==> src/hdl/fia_pkg.sv <==
// ----------------------------------------------------------------------------
// fia_pkg
// shared types and constants of the frame interval averager
// ----------------------------------------------------------------------------
package fia_pkg;

	localparam int HIST_DEPTH = 64;
	localparam int TIME_W     = 64;
	localparam int TICK_W     = 32;
	localparam int RATE_W     = 16;
	localparam int PTR_W      = $clog2(HIST_DEPTH);
	localparam int CNT_W      = $clog2(HIST_DEPTH + 1);
	localparam int SUM_W      = TICK_W + $clog2(HIST_DEPTH);
	localparam int STEP_W     = $clog2(SUM_W);

	localparam int          PADDR_W      = 3;
	localparam logic        REG_TPS_IDX  = 1'b0;
	localparam logic [31:0] TPS_RESET    = 32'd1000;

	// one request handed from the front to the back
	typedef struct packed {
		logic              first;
		logic [TICK_W-1:0] interval;
	} cmd_t;

	// one finished result
	typedef struct packed {
		logic [TICK_W-1:0] average_ticks;
		logic [RATE_W-1:0] frame_rate;
		logic [CNT_W-1:0]  samples_held;
		logic              sample_accepted;
	} res_t;

endpackage

==> src/hdl/fia_front.sv <==
// ----------------------------------------------------------------------------
// fia_front
// takes timestamps, forms the saturated interval since the previous one
// ----------------------------------------------------------------------------
module fia_front (
	input  logic                       clk,
	input  logic                       arst_n,
	input  logic                       push,
	input  logic [fia_pkg::TIME_W-1:0] current_time,
	input  logic                       cmd_full,
	output logic                       cmd_we,
	output fia_pkg::cmd_t              cmd
);
	import fia_pkg::*;

	logic [TIME_W-1:0] prev_time_q;
	logic              started_q;
	logic [TIME_W-1:0] diff;

	assign cmd_we = push & ~cmd_full;
	assign diff   = current_time - prev_time_q;

	always_comb begin
		cmd.first    = ~started_q;
		// saturate the wrapped difference to the interval width
		cmd.interval = (|diff[TIME_W-1:TICK_W]) ? '1 : diff[TICK_W-1:0];
	end

	always_ff @(posedge clk or negedge arst_n) begin
		if (!arst_n) begin
			prev_time_q <= '0;
			started_q   <= 1'b0;
		end else if (cmd_we) begin
			prev_time_q <= current_time;
			started_q   <= 1'b1;
		end
	end

endmodule

==> src/hdl/fia_cmd_queue.sv <==
// ----------------------------------------------------------------------------
// fia_cmd_queue
// two-entry queue between front and back
// ----------------------------------------------------------------------------
module fia_cmd_queue (
	input  logic          clk,
	input  logic          arst_n,
	input  logic          wr_en,
	input  fia_pkg::cmd_t wr_data,
	output logic          full,
	input  logic          rd_en,
	output logic          valid,
	output fia_pkg::cmd_t rd_data
);
	import fia_pkg::*;

	cmd_t       slot_q [2];
	logic       wr_ptr_q;
	logic       rd_ptr_q;
	logic [1:0] fill_q;

	assign full    = (fill_q == 2'd2);
	assign valid   = (fill_q != 2'd0);
	assign rd_data = slot_q[rd_ptr_q];

	always_ff @(posedge clk) begin
		if (wr_en) begin
			slot_q[wr_ptr_q] <= wr_data;
		end
	end

	always_ff @(posedge clk or negedge arst_n) begin
		if (!arst_n) begin
			wr_ptr_q <= 1'b0;
			rd_ptr_q <= 1'b0;
			fill_q   <= 2'd0;
		end else begin
			if (wr_en) begin
				wr_ptr_q <= ~wr_ptr_q;
			end
			if (rd_en) begin
				rd_ptr_q <= ~rd_ptr_q;
			end
			fill_q <= fill_q + 2'(wr_en) - 2'(rd_en);
		end
	end

endmodule

==> src/hdl/fia_back.sv <==
// ----------------------------------------------------------------------------
// fia_back
// outlier gate, interval history, rate window and serial mean divider
// ----------------------------------------------------------------------------
module fia_back (
	input  logic                       clk,
	input  logic                       arst_n,
	input  logic [fia_pkg::TICK_W-1:0] tps,
	input  logic                       cmd_valid,
	input  fia_pkg::cmd_t              cmd,
	output logic                       cmd_pop,
	output logic                       res_valid,
	input  logic                       res_pop,
	output fia_pkg::res_t              res
);
	import fia_pkg::*;

	localparam logic [1:0] ST_IDLE = 2'd0;
	localparam logic [1:0] ST_GATE = 2'd1;
	localparam logic [1:0] ST_DIV  = 2'd2;
	localparam logic [1:0] ST_OUT  = 2'd3;

	logic [1:0]        state_q;
	logic [TICK_W-1:0] hist_mem [HIST_DEPTH];
	logic [TICK_W-1:0] old_q;
	logic [TICK_W-1:0] interval_q;
	logic              acc_q;
	logic [PTR_W-1:0]  ptr_q;
	logic [CNT_W-1:0]  count_q;
	logic [SUM_W-1:0]  sum_q;
	logic [TICK_W-1:0] avg_q;
	logic [RATE_W-1:0] frames_q;
	logic [TICK_W:0]   wticks_q;
	logic [RATE_W-1:0] rate_q;
	logic [SUM_W-1:0]  quo_q;
	logic [CNT_W-1:0]  rem_q;
	logic [STEP_W-1:0] step_q;
	logic              res_valid_q;
	res_t              res_q;

	logic [TICK_W-1:0] dev;
	logic              pass;
	logic              hist_full;
	logic [SUM_W-1:0]  sum_new;
	logic [CNT_W-1:0]  count_new;
	logic [TICK_W:0]   wticks_sum;
	logic [RATE_W-1:0] frames_inc;
	logic [CNT_W:0]    trial;
	logic              qbit;
	logic [SUM_W-1:0]  quo_next;
	logic              res_free;

	assign res_valid = res_valid_q;
	assign res       = res_q;
	assign res_free  = ~res_valid_q | res_pop;
	assign cmd_pop   = (state_q == ST_IDLE) & cmd_valid;

	always_comb begin
		dev        = (interval_q >= avg_q) ? interval_q - avg_q : avg_q - interval_q;
		pass       = dev < tps;
		hist_full  = (count_q == CNT_W'(HIST_DEPTH));
		sum_new    = sum_q + SUM_W'(interval_q) - (hist_full ? SUM_W'(old_q) : '0);
		count_new  = hist_full ? count_q : count_q + 1'b1;
		wticks_sum = wticks_q + (TICK_W+1)'(interval_q);
		frames_inc = (&frames_q) ? frames_q : frames_q + 1'b1;
		// one restoring step per cycle
		trial      = {rem_q, quo_q[SUM_W-1]};
		qbit       = trial >= {1'b0, count_q};
		quo_next   = {quo_q[SUM_W-2:0], qbit};
	end

	// history memory, read data registered
	always_ff @(posedge clk) begin
		if (state_q == ST_GATE && pass) begin
			hist_mem[ptr_q] <= interval_q;
		end
		old_q <= hist_mem[ptr_q];
	end

	always_ff @(posedge clk) begin
		if (cmd_pop) begin
			interval_q <= cmd.interval;
		end
		if (state_q == ST_GATE) begin
			quo_q  <= sum_new;
			rem_q  <= '0;
			step_q <= '0;
		end else if (state_q == ST_DIV) begin
			quo_q  <= quo_next;
			rem_q  <= qbit ? CNT_W'(trial - {1'b0, count_q}) : trial[CNT_W-1:0];
			step_q <= step_q + 1'b1;
		end
		if (state_q == ST_OUT && res_free) begin
			res_q.average_ticks   <= avg_q;
			res_q.frame_rate      <= rate_q;
			res_q.samples_held    <= count_q;
			res_q.sample_accepted <= acc_q;
		end
	end

	always_ff @(posedge clk or negedge arst_n) begin
		if (!arst_n) begin
			state_q     <= ST_IDLE;
			acc_q       <= 1'b0;
			ptr_q       <= '0;
			count_q     <= '0;
			sum_q       <= '0;
			avg_q       <= '0;
			frames_q    <= '0;
			wticks_q    <= '0;
			rate_q      <= '0;
			res_valid_q <= 1'b0;
		end else begin
			if (res_pop) begin
				res_valid_q <= 1'b0;
			end
			unique case (state_q)
				ST_IDLE: begin
					if (cmd_valid) begin
						acc_q   <= 1'b0;
						state_q <= cmd.first ? ST_OUT : ST_GATE;
					end
				end
				ST_GATE: begin
					acc_q <= pass;
					if (wticks_sum > (TICK_W+1)'(tps)) begin
						rate_q   <= frames_inc;
						frames_q <= '0;
						wticks_q <= '0;
					end else begin
						frames_q <= frames_inc;
						wticks_q <= wticks_sum;
					end
					if (pass) begin
						sum_q   <= sum_new;
						count_q <= count_new;
						ptr_q   <= (ptr_q == PTR_W'(HIST_DEPTH - 1)) ? '0 : ptr_q + 1'b1;
						state_q <= ST_DIV;
					end else begin
						state_q <= ST_OUT;
					end
				end
				ST_DIV: begin
					if (step_q == STEP_W'(SUM_W - 1)) begin
						avg_q   <= quo_next[TICK_W-1:0];
						state_q <= ST_OUT;
					end
				end
				ST_OUT: begin
					if (res_free) begin
						res_valid_q <= 1'b1;
						state_q     <= ST_IDLE;
					end
				end
				default: state_q <= ST_IDLE;
			endcase
		end
	end

endmodule

==> src/hdl/frame_interval_averager_core.sv <==
// ----------------------------------------------------------------------------
// frame_interval_averager_core
// moving-average frame timer over per-frame tick counter timestamps
// ----------------------------------------------------------------------------
// Each request is the tick counter value at one frame; each request yields
// exactly one result. The first request after reset only records the time.
// Later requests form the elapsed ticks (wrapping, saturated to 32 bits), gate
// them against the current average by one second (ticks_per_second), keep up
// to 64 intervals and report their truncated mean plus the frame count of the
// last completed one-second window. In the back end only an accepted interval
// runs the 38-step bit-serial divider forming the mean from the history sum.
// A two-entry queue lets the front keep taking timestamps while the back end
// works, and the result register lets the next request start while a result
// waits to be popped. The history memory needs no clearing pass: a slot is
// only read back once the history is full. ticks_per_second sits at byte
// address 0; the user must write it only while idle, and the block itself
// does not enforce this.
// ----------------------------------------------------------------------------
module frame_interval_averager_core (
	input  logic                        clk,
	input  logic                        arst_n,
	// request side
	input  logic                        push,
	output logic                        full,
	input  logic [fia_pkg::TIME_W-1:0]  current_time,
	// result side
	output logic                        empty,
	input  logic                        pop,
	output logic [fia_pkg::TICK_W-1:0]  average_ticks,
	output logic [fia_pkg::RATE_W-1:0]  frame_rate,
	output logic [fia_pkg::CNT_W-1:0]   samples_held,
	output logic                        sample_accepted,
	// configuration port
	input  logic                        psel,
	input  logic                        penable,
	input  logic                        pwrite,
	input  logic [fia_pkg::PADDR_W-1:0] paddr,
	input  logic [31:0]                 pwdata,
	output logic [31:0]                 prdata,
	output logic                        pready
);
	import fia_pkg::*;

	logic [TICK_W-1:0] tps_q;
	logic              cmd_we;
	logic              cmd_full;
	logic              cmd_valid;
	logic              cmd_pop;
	cmd_t              cmd_in;
	cmd_t              cmd_out;
	logic              res_valid;
	res_t              res;

	// register file: one register, word index on paddr[2]
	assign pready = 1'b1;
	assign prdata = (paddr[2] == REG_TPS_IDX) ? tps_q : '0;

	always_ff @(posedge clk or negedge arst_n) begin
		if (!arst_n) begin
			tps_q <= TPS_RESET;
		end else if (psel && penable && pwrite && paddr[2] == REG_TPS_IDX) begin
			tps_q <= pwdata;
		end
	end

	// front: timestamp tracking and interval forming
	fia_front u_front (
		.clk          (clk),
		.arst_n       (arst_n),
		.push         (push),
		.current_time (current_time),
		.cmd_full     (cmd_full),
		.cmd_we       (cmd_we),
		.cmd          (cmd_in)
	);

	assign full = cmd_full;

	// decoupling queue
	fia_cmd_queue u_queue (
		.clk     (clk),
		.arst_n  (arst_n),
		.wr_en   (cmd_we),
		.wr_data (cmd_in),
		.full    (cmd_full),
		.rd_en   (cmd_pop),
		.valid   (cmd_valid),
		.rd_data (cmd_out)
	);

	// back: gate, history, window, mean
	fia_back u_back (
		.clk       (clk),
		.arst_n    (arst_n),
		.tps       (tps_q),
		.cmd_valid (cmd_valid),
		.cmd       (cmd_out),
		.cmd_pop   (cmd_pop),
		.res_valid (res_valid),
		.res_pop   (pop),
		.res       (res)
	);

	assign empty           = ~res_valid;
	assign average_ticks   = res.average_ticks;
	assign frame_rate      = res.frame_rate;
	assign samples_held    = res.samples_held;
	assign sample_accepted = res.sample_accepted;

	// history never holds more than its depth
	a_held_bound: assert property (@(posedge clk) disable iff (!arst_n)
		!empty |-> samples_held <= CNT_W'(HIST_DEPTH))
		else $error("samples_held above history depth");

	// an accepted interval always leaves the history non-empty
	a_acc_held: assert property (@(posedge clk) disable iff (!arst_n)
		(!empty && sample_accepted) |-> samples_held != '0)
		else $error("accepted sample with empty history");

	// empty history reports a zero mean
	a_empty_avg: assert property (@(posedge clk) disable iff (!arst_n)
		(!empty && samples_held == '0) |-> average_ticks == '0)
		else $error("nonzero mean with empty history");

endmodule

==> config.mk <==
export PLATFORM = sky130hd
export DESIGN_NAME = frame_interval_averager_core
export DESIGN_NICKNAME = d
export VERILOG_FILES = /design/src/hdl/fia_pkg.sv /design/src/hdl/fia_front.sv /design/src/hdl/fia_cmd_queue.sv /design/src/hdl/fia_back.sv /design/src/hdl/frame_interval_averager_core.sv
export SDC_FILE = /design/constraint.sdc
export NUM_CORES = 2
export LEC_CHECK = 0
export BUFFER_PORTS_ARGS = -buffer_cell sky130_fd_sc_hd__buf_2
export CAP_MARGIN = 20
export CORE_UTILIZATION = 50
export DETAILED_ROUTE_END_ITERATION = 8
export PLACE_DENSITY_LB_ADDON = 0.05
export SLEW_MARGIN = 5
export SYNTH_ARGS = -nofsm -noshare
export SYNTH_HDL_FRONTEND = slang
export SYNTH_HIERARCHICAL = 1
export SYNTH_SLANG_ARGS = --single-unit
==> constraint.sdc <==
create_clock -name clk -period 13 [get_ports clk]
set_clock_uncertainty 0.2 [all_clocks]
set_input_delay 0 -clock clk [delete_from_list [all_inputs] [get_ports clk]]
set_output_delay 0 -clock clk [all_outputs]
set_load 0.02 [all_outputs]
==> impl_metrics.ini <==
[sta]
setup_viol = 0
min_period_ns = 9.53
fin_crit_sh_pct = 73.3
slew_headroom_pct = 21.2
slew_viol_final = 0
setup_ws_ns = 3.47
worst_slew_pin_slew_ns = 1.17
rsz0062_at_grt = no
hold_viol_final = 0
max_freq_mhz = 105
tns_ns = 0

[final_layout]
final_cell_mix = edfxtp_1 (2240), a22oi_1 (657), dlygate4sd3_1 (337)
fin_nets = 8329
layout_commonest_cell = edfxtp_1
layout-drive-gt1-share_pct = 12.8
synthToLayoutAreaGrowth_pct = 15.8
fillers = 16800
final_core_utilization_pct = 58.3

[synth]
synthAdderAreaFrac_pct = 3.95
synth_area_per_cell_um2 = 14.6
synth_xor_area_share_pct = 1.35
yosysSeqAreaShare_pct = 69.7
synth_nets = 7742
synth-compound-area-share_pct = 14.6
synth-async-reset-ratio_pct = 9.97
synth.distinct_cells = 103
syn_inst = 7321
yosys_register_bits = 2538
synth_mux_area_share_pct = 2.15
synth_edf_count = 2240
synthFlopType = edfxtp_1
syn_area_um2 = 107000
synth-simple-area-share_pct = 5.38
synth_warnings = 6
synth_top_family_by_area = compound AO/OA/AOI/OAI gates

[grt]
grt_usage_pct = 30.2
globalRouteMet3Util_pct = 5.45
grt_max_degree = 95
met2_usage_pct = 44.4
use_met1_pct = 45.3
grt_most_used_layer = met1
grt_antenna_before_repair = 24
grt_overflow = 0
grt_pass1_wl_mm = 472
first_global_vias = 66500

[detailed_routing]
drt_iter0_drc = 8508
drc = 48
vias_per_cell = 6.32
ant_nets = 0
num_vias = 69000
wl_per_cell_um = 30.2
first_pass_iters = 8
routed_wl_mm = 330

[clock_network]
post-cts-setup-buffer-count = 0
clk_pin_slew_ns = 0.07
clockBufferDepth = 4
cts_buffers = 284
cts_root_buf = clkbuf_16
cts_tree = yes
ctsHtreeMaxLevel = 5
cts_resized = 0
clock_latency_ns = 0.93
clock-sinks = 2538

[setup_path]
critical_path_class = flop to flop
regToRegSetupSlack_ns = 3.47
r2r_cells = 27
crit_path_frequent_cell = buf_4
start_kind = flop
worst-endpoint-required_ns = 13.34
worstSetupEndpointType = flop
cpLargestDelayFamily = buffers and inverters
critPathArrivalTime_ns = 9.87
critical-path-max-stage-delay_ns = 0.74
cp_num_buf_inv = 7
reg2reg_from = u_back/interval_q[25]$_DFFE_PP_
crit_cells = 27
path_max_fanout = 67
r2r_end = u_back/hist_mem[43][8]$_DFFE_PP_
cpMaxStageDelayCell = buf_4

[placed_design]
io_buffers = 193
hpwlAfterDp_mm = 192
routabilityCongestion = 0.909
preCtsSetupSlack_ns = 3.56

[die]
rows = 169
start_util_pct = 50.4
die_h_um = 464
dieWidth_um = 464
core_um2 = 212000
ios = 197
die_area_um2 = 216000

[pwr]
ir_drop_v = 0.000215
powerDensity_nw_per_um2 = 219
leakage_nw = 42.4

[outcome]
violations = design-rule violations
status = finished, violations left

[flow_run]
cap_viol_max_count = 0

[min_path]
hold_class = primary input to async pin
-- where the power goes --
group | switching (mW) | internal (mW) | leakage, nW
registers | 0.287 | 9.81 | 23.4
logic | 6.33 | 3.12 | 14.8
clock network | 3.13 | 4.43 | 4.17
total | 9.75 | 17.4 | 42.4
-- routing by layer --
metal	vias up	routed length (µm)	share of wire, %
met3	481	29900	9.1
met1	35300	145000	44
met4	8	10900	3.3
met2	3144	143000	43
li1	30100	-	-
met5	-	51	0.015
-- Yosys cell counts (56+ instances only) --
library cell     n  share of area [%]
dfrtp_1        247                5.8
inv_1          330                1.2
nor2_1         265               0.93
nand4_1        209                1.2
nand3_1         84               0.39
edfxtp_1      2240                 63
buf_1           56               0.20
nand2_1        302                1.1
a22o_1         193                1.6
xor2_1          58               0.48
a31oi_1        185                1.1
a221oi_1       196                1.6
clkbuf_1       316                1.1
xnor2_1        104               0.85
mux2_2          93               0.98
a22oi_1        657                4.6
mux2_4          67               0.94
o21ai_0        247                1.2
nor2b_1         62               0.36
ha_1           278                3.3
a21oi_1        323                1.5
a21o_1         100               0.70
-- through the flow --
stage	hold WS (ns)	instances	power, mW	cell area, µm²
6_report	0.0514	10900	27.1	124000
3_3_place_gp	-0.128	10100	19.2	112000
4_1_cts	0.0124	10900	27.1	124000
3_5_place_dp	-0.124	10100	19.3	112000
5_1_grt	0.0887	10900	28.3	124000
2_1_floorplan	-0.496	7321	16.0	107000
-- worst register-to-register path: stages, from the launching register on --
cell and delay, ns:
edfxtp_1 0.32, buf_4 0.74, inv_1 0.30, ha_1 0.59, nand4_1 0.25, nor4_1 0.52, o21ai_0 0.22, a31oi_1 0.33
nor2_4 0.18, buf_4 0.29, a2111oi_0 0.43, a21oi_1 0.08, a31oi_1 0.21, xnor2_1 0.17, ha_1 0.28, a21o_1 0.18
a21o_1 0.17, a21oi_1 0.14, o21ai_0 0.09, a21o_1 0.18, a221oi_1 0.30, nand3_1 0.12, buf_4 0.27, inv_2 0.11
buf_4 0.65, nand2_1 0.69, nor2_4 0.63, buf_4 0.50
-- registers in the layout (all words and copies together) (netlist names), 6 cells and up --
register	cells
u_back/step_q	6
tps_q	32
u_back/quo_q	38
u_front/prev_time_q	64
u_back/frames_q	16
u_back/rate_q	16
u_back/res	56
u_back/hist_mem	2048
u_back/count_q	7
u_back/ptr_q	6
u_queue/slot_q	66
u_back/avg_q	32
u_back/old_q	32
u_back/interval_q	32
u_back/wticks_q	33
u_back/rem_q	7
u_back/sum_q	38
-- repair_timing --
action,4_1_cts,5_1_grt
setup endpoints to repair,0,0
hold buffers,338,0
hold endpoints to repair,365,0
-- cell type report --
class	instances	area (µm²)	share of cell area (%)
Antenna cell	10	25.0	0.0202
Clock buffer	366	7660	6.18
Clock inverter	111	927	0.749
Inverter	333	1250	1.01
Multi-Input combinational cell	4027	29900	24.2
Sequential cell	2538	74500	60.2
Tap cell	2821	3530	2.85
Timing Repair Buffer	724	5960	4.81
-- worst max-delay path by stage --
| stage | from | end | slack [ns] |
|---|---|---|---|
| 2_1_floorplan | u_back/interval_q[25]$_DFFE_PP_ | u_back/hist_mem[15][0]$_DFFE_PP_ | 5.03 |
| 3_3_place_gp | u_back/interval_q[23]$_DFFE_PP_ | u_back/hist_mem[36][1]$_DFFE_PP_ | 3.50 |
| 3_5_place_dp | u_back/interval_q[25]$_DFFE_PP_ | u_back/hist_mem[36][17]$_DFFE_PP_ | 3.56 |
| 4_1_cts | u_back/interval_q[25]$_DFFE_PP_ | u_back/hist_mem[36][15]$_DFFE_PP_ | 3.53 |
| 5_1_grt | u_back/interval_q[25]$_DFFE_PP_ | u_back/hist_mem[36][22]$_DFFE_PP_ | 3.04 |
| 6_report | u_back/interval_q[25]$_DFFE_PP_ | u_back/hist_mem[43][8]$_DFFE_PP_ | 3.47 |
-- kinds of logic after synthesis --
| kind of cell | after synthesis |
|---|---|
| flip-flops | 2538 |
| AO/OA/AOI/OAI | 2210 |
| AND/OR/NAND/NOR | 1153 |
| buffers and inverters | 756 |
| adder cells (fa/ha/maj) | 315 |
| multiplexers | 185 |
| XOR/XNOR | 163 |
| other | 1 |
No activity file was read; power rests on OpenSTA's default activity.
